### src/sv/dfs_pkg.sv
// Package of shared types and constants for the delimited field splitter.
`default_nettype none

package dfs_pkg;

   // Default field limit of a record.
   localparam int FIELD_LIMIT_DEF = 64;

   // Fixed byte constants and field widths.
   localparam logic [7:0] NEWLINE_BYTE   = 8'd10;
   localparam logic [7:0] SEPARATOR_RST  = 8'd44;
   localparam logic [7:0] QUOTE_RST      = 8'd0;
   localparam logic [7:0] ESCAPE_RST     = 8'd92;
   localparam int         FIELD_NUM_W    = 6;

   // Configuration register indexes.
   localparam int         CSR_INDEX_W    = 2;
   localparam logic [1:0] CSR_SEPARATOR  = 2'd0;
   localparam logic [1:0] CSR_QUOTE      = 2'd1;
   localparam logic [1:0] CSR_ESCAPE     = 2'd2;

   // Quote phase codes.
   localparam logic [1:0] QP_UNQUOTED    = 2'd0;
   localparam logic [1:0] QP_INSIDE      = 2'd1;
   localparam logic [1:0] QP_CLOSED      = 2'd2;

   typedef struct packed {
      logic [7:0] separator_char;
      logic [7:0] quote_char;
      logic [7:0] escape_char;
   } cfg_type;

   typedef struct packed {
      logic [1:0] quote_phase;
      logic       escape_pending;
      logic       quote_pending;
      logic       record_started;
      logic       overflow_seen;
   } flags_type;

   typedef struct packed {
      logic [7:0]             out_byte;
      logic                   byte_valid;
      logic [FIELD_NUM_W-1:0] field_number;
      logic                   field_end;
      logic                   record_end;
      logic                   field_overflow;
   } rsp_type;

endpackage

`default_nettype wire

### src/sv/dfs_cfg.sv
// Configuration registers of the delimited field splitter.
`default_nettype none

module dfs_cfg (
   input  wire logic                             clock,
   input  wire logic                             reset,
   input  wire logic                             csr_wr_en,
   input  wire logic [dfs_pkg::CSR_INDEX_W-1:0]  csr_index,
   input  wire logic [7:0]                       csr_wr_data,
   output dfs_pkg::cfg_type                      cfg
);

   dfs_pkg::cfg_type cfg_ff;

   always_ff @(posedge clock) begin
      if (reset) begin
         cfg_ff.separator_char <= dfs_pkg::SEPARATOR_RST;
         cfg_ff.quote_char     <= dfs_pkg::QUOTE_RST;
         cfg_ff.escape_char    <= dfs_pkg::ESCAPE_RST;
      end else if (csr_wr_en) begin
         unique case (csr_index)
            dfs_pkg::CSR_SEPARATOR: cfg_ff.separator_char <= csr_wr_data;
            dfs_pkg::CSR_QUOTE:     cfg_ff.quote_char     <= csr_wr_data;
            dfs_pkg::CSR_ESCAPE:    cfg_ff.escape_char    <= csr_wr_data;
            default: begin
               // Writes to unused indexes are ignored.
            end
         endcase
      end
   end

   assign cfg = cfg_ff;

endmodule

`default_nettype wire

### src/sv/dfs_parse.sv
// Combinational parser step: next record state and result for one byte.
`default_nettype none

module dfs_parse #(
   parameter int FIELD_LIMIT = dfs_pkg::FIELD_LIMIT_DEF,
   localparam int IDX_W      = $clog2(FIELD_LIMIT + 1)
) (
   input  wire dfs_pkg::cfg_type   cfg,
   input  wire logic [7:0]         in_byte,
   input  wire logic               stream_end,
   input  wire dfs_pkg::flags_type flags,
   input  wire logic [IDX_W-1:0]   field_index,
   output dfs_pkg::flags_type      flags_in,
   output logic [IDX_W-1:0]        field_index_in,
   output logic                    rsp_hit,
   output dfs_pkg::rsp_type        rsp
);

   localparam logic [IDX_W-1:0] LIMIT      = IDX_W'(FIELD_LIMIT);
   localparam logic [IDX_W-1:0] LIMIT_LAST = IDX_W'(FIELD_LIMIT - 1);

   logic             is_quote;
   logic             done;
   logic             content;
   logic             is_sep;
   logic             is_nl;
   logic [1:0]       phase;
   logic             in_range;
   logic             do_close;
   logic             close_byte;
   logic [IDX_W-1:0] close_idx;
   logic             close_ovf;
   logic             do_clear;
   logic             emit_byte;
   logic             emit_fend;
   logic [IDX_W-1:0] num_idx;
   logic             close_in_range;
   logic [IDX_W+5:0] num_ext;

   always_comb begin
      flags_in       = flags;
      field_index_in = field_index;
      content        = 1'b0;
      is_sep         = 1'b0;
      is_nl          = 1'b0;
      done           = 1'b0;
      is_quote       = (cfg.quote_char != 8'd0) && (in_byte == cfg.quote_char);
      phase          = (flags.quote_phase > dfs_pkg::QP_CLOSED) ? dfs_pkg::QP_CLOSED
                                                                : flags.quote_phase;
      in_range       = field_index < LIMIT;

      // Byte classification.
      if (flags.escape_pending) begin
         flags_in.escape_pending = 1'b0;
         flags_in.record_started = 1'b1;
         content                 = 1'b1;
      end else if (in_byte == dfs_pkg::NEWLINE_BYTE) begin
         is_nl = 1'b1;
      end else begin
         flags_in.record_started = 1'b1;
         if (flags.quote_pending) begin
            flags_in.quote_pending = 1'b0;
            if (is_quote) begin
               content = 1'b1;
               done    = 1'b1;
            end else begin
               phase = dfs_pkg::QP_CLOSED;
            end
         end
         if (!done) begin
            if (is_quote) begin
               if (phase == dfs_pkg::QP_UNQUOTED) begin
                  phase = dfs_pkg::QP_INSIDE;
               end else if (phase == dfs_pkg::QP_INSIDE) begin
                  if (cfg.quote_char == cfg.escape_char) begin
                     flags_in.quote_pending = 1'b1;
                  end else begin
                     phase = dfs_pkg::QP_CLOSED;
                  end
               end
            end else if (in_byte == cfg.escape_char) begin
               flags_in.escape_pending = 1'b1;
            end else if (in_byte == cfg.separator_char) begin
               if (phase == dfs_pkg::QP_INSIDE) begin
                  content = 1'b1;
               end else begin
                  is_sep = 1'b1;
               end
            end else begin
               content = 1'b1;
            end
         end
      end
      flags_in.quote_phase = phase;

      // Result selection.
      do_close   = 1'b0;
      close_byte = 1'b0;
      close_idx  = field_index;
      close_ovf  = flags.overflow_seen;
      do_clear   = 1'b0;
      emit_byte  = 1'b0;
      emit_fend  = 1'b0;

      if (is_nl) begin
         do_close = flags.record_started;
         do_clear = 1'b1;
      end else if (is_sep) begin
         if (in_range) begin
            field_index_in = field_index + IDX_W'(1);
            if (field_index_in >= LIMIT) begin
               flags_in.overflow_seen = 1'b1;
            end
         end
         flags_in.quote_phase   = dfs_pkg::QP_UNQUOTED;
         flags_in.quote_pending = 1'b0;
         if (stream_end) begin
            do_close  = 1'b1;
            do_clear  = 1'b1;
            close_idx = field_index_in;
            close_ovf = flags_in.overflow_seen;
         end else begin
            emit_fend = in_range;
         end
      end else if (stream_end) begin
         do_close   = flags_in.record_started;
         close_byte = content;
         do_clear   = 1'b1;
      end else begin
         emit_byte = content && in_range;
      end

      if (do_clear) begin
         flags_in.quote_phase    = dfs_pkg::QP_UNQUOTED;
         flags_in.escape_pending = 1'b0;
         flags_in.quote_pending  = 1'b0;
         flags_in.record_started = 1'b0;
         flags_in.overflow_seen  = 1'b0;
         field_index_in          = '0;
      end

      close_in_range = close_idx < LIMIT;
      if (do_close) begin
         num_idx = close_in_range ? close_idx : LIMIT_LAST;
      end else begin
         num_idx = field_index;
      end
      num_ext = {6'd0, num_idx};

      rsp_hit            = do_close || emit_byte || emit_fend;
      rsp.byte_valid     = (do_close && close_byte && close_in_range) || emit_byte;
      rsp.out_byte       = rsp.byte_valid ? in_byte : 8'd0;
      rsp.field_number   = num_ext[5:0];
      rsp.field_end      = (do_close && close_in_range) || emit_fend;
      rsp.record_end     = do_close;
      rsp.field_overflow = do_close && close_ovf;
   end

endmodule

`default_nettype wire

### src/sv/delimited_field_splitter_core.sv
// Top level of the delimited field splitter: input register, parser step and result register.
// An accepted byte moves from the input register via the parser step to the result register.
// Throughput: one byte per cycle while rsp_stall is low, whether or not it produces a result
// transaction. The rate is set by the record state update in the parser step.
// Reset is synchronous and active high; it clears the record state, both valid flags and
// restores the configuration registers to separator comma, quoting off and escape backslash.
`default_nettype none

module delimited_field_splitter_core #(
   parameter int FIELD_LIMIT = dfs_pkg::FIELD_LIMIT_DEF
) (
   input  wire logic                             clock,
   input  wire logic                             reset,
   // Input channel.
   input  wire logic                             req_valid,
   output logic                                  req_stall,
   input  wire logic [7:0]                       req_in_byte,
   input  wire logic                             req_stream_end,
   // Result channel.
   output logic                                  rsp_valid,
   input  wire logic                             rsp_stall,
   output logic [7:0]                            rsp_out_byte,
   output logic                                  rsp_byte_valid,
   output logic [dfs_pkg::FIELD_NUM_W-1:0]       rsp_field_number,
   output logic                                  rsp_field_end,
   output logic                                  rsp_record_end,
   output logic                                  rsp_field_overflow,
   // Configuration port.
   input  wire logic                             csr_wr_en,
   input  wire logic [dfs_pkg::CSR_INDEX_W-1:0]  csr_index,
   input  wire logic [7:0]                       csr_wr_data
);

   localparam int IDX_W = $clog2(FIELD_LIMIT + 1);

   // Configuration registers.
   dfs_pkg::cfg_type cfg;

   dfs_cfg u_cfg (
      .clock       (clock),
      .reset       (reset),
      .csr_wr_en   (csr_wr_en),
      .csr_index   (csr_index),
      .csr_wr_data (csr_wr_data),
      .cfg         (cfg)
   );

   // Input register. It holds one accepted transaction until the result
   // register can take whatever that byte produces.
   logic       in_valid_ff;
   logic [7:0] in_byte_ff;
   logic       in_end_ff;

   // Record state carried from byte to byte.
   dfs_pkg::flags_type flags_ff;
   dfs_pkg::flags_type flags_in;
   logic [IDX_W-1:0]   field_index_ff;
   logic [IDX_W-1:0]   field_index_in;

   // Result register.
   logic             out_valid_ff;
   dfs_pkg::rsp_type out_ff;
   dfs_pkg::rsp_type rsp_in;
   logic             rsp_hit;

   // The pipeline moves whenever the result register is empty or being
   // taken. A byte that produces no result still moves on, so it never
   // blocks the one behind it.
   logic advance;
   assign advance   = !out_valid_ff || !rsp_stall;
   assign req_stall = in_valid_ff && !advance;

   dfs_parse #(
      .FIELD_LIMIT (FIELD_LIMIT)
   ) u_parse (
      .cfg            (cfg),
      .in_byte        (in_byte_ff),
      .stream_end     (in_end_ff),
      .flags          (flags_ff),
      .field_index    (field_index_ff),
      .flags_in       (flags_in),
      .field_index_in (field_index_in),
      .rsp_hit        (rsp_hit),
      .rsp            (rsp_in)
   );

   // Control registers.
   always_ff @(posedge clock) begin
      if (reset) begin
         in_valid_ff    <= 1'b0;
         out_valid_ff   <= 1'b0;
         flags_ff       <= '0;
         field_index_ff <= '0;
      end else begin
         if (!req_stall) begin
            in_valid_ff <= req_valid;
         end
         if (advance) begin
            out_valid_ff <= in_valid_ff && rsp_hit;
            if (in_valid_ff) begin
               flags_ff       <= flags_in;
               field_index_ff <= field_index_in;
            end
         end
      end
   end

   // Payload registers need no reset.
   always_ff @(posedge clock) begin
      if (!req_stall && req_valid) begin
         in_byte_ff <= req_in_byte;
         in_end_ff  <= req_stream_end;
      end
      if (advance && in_valid_ff) begin
         out_ff <= rsp_in;
      end
   end

   assign rsp_valid          = out_valid_ff;
   assign rsp_out_byte       = out_ff.out_byte;
   assign rsp_byte_valid     = out_ff.byte_valid;
   assign rsp_field_number   = out_ff.field_number;
   assign rsp_field_end      = out_ff.field_end;
   assign rsp_record_end     = out_ff.record_end;
   assign rsp_field_overflow = out_ff.field_overflow;

endmodule

`default_nettype wire

### config.mk
export PLATFORM = sky130hd
export DESIGN_NAME = delimited_field_splitter_core
export DESIGN_NICKNAME = d
export VERILOG_FILES = /design/src/sv/dfs_pkg.sv /design/src/sv/dfs_cfg.sv /design/src/sv/dfs_parse.sv /design/src/sv/delimited_field_splitter_core.sv
export SDC_FILE = /design/constraint.sdc
export NUM_CORES = 1
export LEC_CHECK = 0
export ABC_CLOCK_PERIOD_IN_PS = 5300
export BUFFER_PORTS_ARGS = -buffer_cell sky130_fd_sc_hd__buf_2
export CAP_MARGIN = 20
export CELL_PAD_IN_SITES_DETAIL_PLACEMENT = 0
export CELL_PAD_IN_SITES_GLOBAL_PLACEMENT = 1
export CORE_MARGIN = 10
export CORE_UTILIZATION = 42
export CTS_CLUSTER_DIAMETER = 200
export CTS_CLUSTER_SIZE = 30
export DETAILED_ROUTE_END_ITERATION = 16
export HOLD_SLACK_MARGIN = 0.02
export PLACE_DENSITY = 0.82
export SYNTH_ARGS = -nofsm -noshare
export SYNTH_HDL_FRONTEND = slang
export SYNTH_SLANG_ARGS = --single-unit
### constraint.sdc
create_clock -name clock -period 5.3 [get_ports clock]
set_input_delay 0.53 -clock clock [delete_from_list [all_inputs] [get_ports clock]]
set_output_delay 0.53 -clock clock [all_outputs]
set_load 0.05 [all_outputs]
## Word level (Yosys, flattened, before mapping)

Index checks and enable logic that the tools add are counted.

- Output and inout port bits: 20
- Input port bits: 24
- Register bits after elaboration: 66
- Word-level logic and storage cells: 139

- Magnitude comparators: 4
- Multiplexer cells: 78
- $add $sub $neg: 1
- Equality and inequality tests: 9
- Reductions and logical operators: 28

Operator list:

| operator | count |
|---|---|
| 2-to-1 mux 1 bit | 52 |
| 2-to-1 mux 7 bit | 7 |
| == test 8 bit | 4 |
| 2-to-1 mux 2 bit | 15 |
| 2-to-1 mux 6 bit | 3 |
| less-than comparator 7 bit (second input constant) | 2 |
| logical AND 1 bit | 10 |
| == test 8 x 4 -> 1 bit (second input constant) | 1 |
| AND reduction 2 bit | 4 |
| nonzero test 8 bit | 1 |
| adder 7 x 1 -> 7 bit (second input constant) | 1 |
| >= comparator 7 bit (second input constant) | 1 |
| logical OR 1 bit | 5 |
| == test 2 x 1 -> 1 bit (second input constant) | 2 |
| zero test 1 bit | 4 |
| zero test 2 bit | 2 |
| AND reduction 4 bit | 1 |
| 2-to-1 mux 3 bit | 1 |
| == test 2 bit (second input constant) | 1 |
| > comparator 2 bit (second input constant) | 1 |
| inequality test 2 bit (second input constant) | 1 |
| nonzero test 2 bit | 1 |

## Longest topological paths before layout

- Depth in word-level cells: 21
- Mapped depth: 9
- Mapped depth without buffers: 9

## Modules after synthesis

From an unflattened synthesis, not the netlist that was laid out.

- Cell total of the unflattened synthesis: 368
- Area total of the unflattened synthesis: 3,721.1 sq um

Modules (own cells, without submodules):

| module | cells each | area an instance (sq um) | seq. area each (sq um) | times used |
|---|---|---|---|---|
| delimited_field_splitter_core | 93 | 1,487.7 | 1,111.1 | 1 |
| dfs_parse | 177 | 1,227.4 | 0.0 | 1 |
| dfs_cfg | 98 | 1,006.0 | 480.5 | 1 |

## Worst setup path after synthesis

Ideal clock, no wire load.

- Path kind: register to register
- From: reg field_index_ff[0]
- To: reg out_ff (netlist bit rsp_out_byte[0]) (data pin)
- Data required time: 5,034 ps
- Cell stages (with the launch flop): 10
- Arrival time: 2,038 ps
- Path buffers: 0
- Setup time: 266 ps
- Setup slack: 2,996 ps
- Clock period less this slack: 2,304 ps
- Cells stage by stage: dfxtp_1 > ha_1 > inv_1 > or4_1 > ha_1 > inv_1 > nor3_1 > nand4_1 > a21boi_2 > nor2_1

- Longest elaborated chain between the ends: 8
- Elaborated cells on any way between the ends: 13
- Classes of those cells: 1 x add/sub; 2 x order compare; 7 x mux; 3 x reduce/logical

Ends and longest elaborated chain:

| what | RTL line | RTL |
|---|---|---|
| start: declaration | delimited_field_splitter_core.sv:57 | `logic [IDX_W-1:0] field_index_ff;` |
| start signal: assignment | delimited_field_splitter_core.sv:102 | `field_index_ff <= field_index_in;` |
| adder 7 x 1 -> 7 bit / less-than comparator 7 bit (equally long branches) | dfs_parse.sv:110, dfs_parse.sv:50 |  |
| 2-to-1 mux 7 bit | dfs_parse.sv:109 | `if (in_range) begin` |
| 2-to-1 mux 7 bit | dfs_parse.sv:117 | `if (stream_end) begin` |
| 2-to-1 mux 7 bit | dfs_parse.sv:108 | `end else if (is_sep) begin` |
| 2-to-1 mux 7 bit | dfs_parse.sv:105 | `if (is_nl) begin` |
| less-than comparator 7 bit | dfs_parse.sv:142 | `close_in_range = close_idx < LIMIT;` |
| logical AND 1 bit | dfs_parse.sv:151 | `rsp.byte_valid = (do_close && close_byte && close_in_range) \|\| emit_byte;` |
| logical OR 1 bit (*) | dfs_parse.sv:151 |  |
| end signal: assignment | delimited_field_splitter_core.sv:115 | `out_ff <= rsp_in;` |
| end: declaration | delimited_field_splitter_core.sv:62 | `dfs_pkg::rsp_type out_ff;` |

Mark *: on every way between the ends. The rest lies on a longest branch, timed or not.
A chain may end at the register's enable or synchronous reset.

==> results.cfg <==
[sta]
fin_ws_ps = 2500
setup_violations = 0
finalMaxSlewViolations = 0
hold_violations = 0
rsz0062_at_grt = false
fin_skew_ps = 9.46
period_minus_slack_ps = 2800
setup_tns_ps = 0
max_slew.worst_pin.slew_ps = 864
finalCritPeriodShare = 0.528
relSlewSlack = 0.423
fmax_ghz = 0.358

[power_and_ir_drop]
power_frac_seq = 0.513
switchingPower_mw = 0.292
p_clk_frac = 0.389
p_leak_nw = 1.63
internal-power_mw = 0.812
powerDensity_mw_per_mm2 = 284
combPwrFrac = 0.098
worst_ir_drop_vdd_uv = 160
swShare = 0.264

[critical_path]
worst_path_largest_cell_delay_ps = 610
arrival_ps = 2900
worst_setup_path_start_kind = flip-flop
r2r_cells = 6
end_kind = flip-flop
cp_max_fo = 8
cp-endpoint = rsp_field_number[0]
critPathKind = flip-flop to flip-flop
rrSetupSlack_ps = 2500
cp-startpoint = in_byte_ff[3]
timing.rr.start = in_byte_ff[3]
worstPathCellList = nor4bb_2 > and3b_1 > mux2i_1 > nand3_1 > a21oi_1 > nor3_1
cp_slowest_cell = mux2i_1
crit_required_ps = 5400
reg2reg_to = rsp_field_number[0]

[synth]
synthDistinctLibCells = 57
syn_inst = 345
async_flop_share = 0
netlist.area_leader.share = 0.238
synth_edf_count = 27
ys_warn_count = 0
ys_seq_area_frac = 0.468
synth.avg_cell_area_um2 = 9.86
ys_seq_elements = 66
netlist_area_mm2 = 0.00340
syn_nets = 371
synth_area_leader_cell = edfxtp_1
synth.area.top_cells = edfxtp_1 24%, dfxtp_1 23%, xor2_1 6.2%
synth_top_flop_cell = dfxtp_1

[cts]
cts_buffer_depth = 2
clk_pin_slew_ps = 80
ctsResizeCount = 0
cts_root_buffer = clkbuf_8
clock_latency_ps = 350
htree_num_levels = 3
clkSinkCount = 66
cts_tree = done
ctsHoldBuffers = 0
cts_made_buffers = 9
cts_setup_buffers = 0

[layout]
final_common_cell = buf_2
final_cell_mix = 43 x buf_2, 41 x nor2_1, 39 x dfxtp_1, 28 x nand2_1, 27 x edfxtp_1
drive_above_1_share = 0.198
area_growth_pct = 14.0
stdcell_count = 490
nets = 409
diodes = 0
fillerInstances = 757

[routing]
via_per_inst = 5.47
drc = 0
vias = 2679
drt_first_pass_iters = 4
ant_nets = 0
drt-total-wl_mm = 8.08
wl_per_cell_um = 16.5
drtIter0Drc = 99

[floorplan]
initial_utilization = 0.436
fp.dieW_um = 110
die_area_mm2 = 0.0121
fp.dieH_um = 110
core_mm2 = 0.00781
fp-row-count = 32
pin_count = 44

[global_route]
use_met2 = 0.246
use_met3 = 0.0395
grt_pass1_vias = 2669
grt_pass1_wl_mm = 13.3
use_met1 = 0.160
grt.overflow.total = 0
grt_max_degree = 33
antenna_found_initial = 0
gr-usage-all-layers = 0.139
grt-busiest-layer = met2

[min_path]
hold_path_class = primary input to flip-flop
hold-path-cell-count = 1

[run_status]
status = complete, no violations

[placement]
hpwl_mm = 6.02
dp_cells = 474
pre_cts_ws_ps = 2520
port_buffers = 43
routabilityCongestion = 0.867

[run]
maxCapViolations = 0
==> worst max-delay path: cells and delay by family (launching register included) <==
kind	cells	cell delay, ps
flip-flops	1	500
AO/OA/AOI/OAI	1	190
multiplexers	1	610
AND/OR/NAND/NOR	4	1240
==> power groups by stage <==
stage / clock network (mW) / logic [mW] / registers [mW]
2_1_floorplan: 0 / 0.0621 / 0.591
3_3_place_gp: 0 / 0.107 / 0.577
3_5_place_dp: 0 / 0.109 / 0.578
4_1_cts: 0.435 / 0.110 / 0.566
5_1_grt: 0.460 / 0.119 / 0.569
6_report: 0.429 / 0.108 / 0.566
==> worst min path at each step <==
stage / slack, ps / to / startpoint
floorplan: 450 / flags_ff[0] / flags_ff[0]
global placement: 470 / flags_ff[1] / flags_ff[1]
detailed placement: 480 / flags_ff[1] / flags_ff[1]
CTS: 350 / in_byte_ff[1] / req_in_byte[1]
global route: 340 / in_byte_ff[0] / req_in_byte[0]
finish: 350 / in_byte_ff[0] / req_in_byte[0]
==> cell usage after synthesis (all sizes together) (5+ instances only) <==
cell and instances:
nand3 8, o21ai 9, xnor2 8, and3 5
a211o 7, buf 10, nand4 8, clkbuf 8
o31ai 7, mux2i 19, xor2 24, a21oi 17
nor4 9, dfxtp 39, nor2 41, or4 6
nand2 28, nor3 5, edfxtp 27, inv 18
nor2b 5
==> state kept, by name (all words and copies together), names as in the netlist <==
signal and count:
field_index_ff 7, in_end_ff 1, in_valid_ff 1, rsp_byte_valid 1, u_cfg.cfg 24, rsp_out_byte 8, rsp_record_end 1, rsp_field_end 1
rsp_field_number 6, in_byte_ff 8, flags_ff 6, rsp_field_overflow 1, rsp_valid 1
==> final cells by class <==
class	count	area, um^2	share of cell area
flip-flops and latches	66	1590	0.410
repair buffers	45	230	0.0594
clock buffers	12	176	0.0455
multi-input cells	243	1650	0.426
clock inverters	4	31.3	0.00806
well taps	102	128	0.0329
inverters	18	67.6	0.0174
==> through the flow <==
stage	util	cell area, um^2	hold slack [ps]	power (mW)
floorplan	-	3400	449	0.653
global placement	0.470	3670	471	0.684
detailed placement	0.470	3670	483	0.687
CTS	0.497	3880	345	1.11
global route	0.497	3880	344	1.15
finish	0.497	3880	350	1.10
==> metal layers <==
metal / wire (um) / up-vias
li1: - / 1326
met1: 3420 / 1276
met2: 4110 / 69
met3: 477 / 8
met4: 75 / 0
met5: 0 / -
==> cells by family (layout without fill, tap and decap cells) <==
| kind of cell | count (synthesis) | count (layout) | share of synthesized area |
|---|---|---|---|
| compound gates | 66 | 66 | 0.146 |
| xor+xnor | 32 | 32 | 0.0824 |
| fa+ha+maj | 2 | 2 | 0.00735 |
| buf+inv | 36 | 79 | 0.0463 |
| flops | 66 | 66 | 0.468 |
| mux | 19 | 19 | 0.0559 |
| simple gates | 124 | 124 | 0.195 |
No activity file was read; power rests on OpenSTA's default activity.
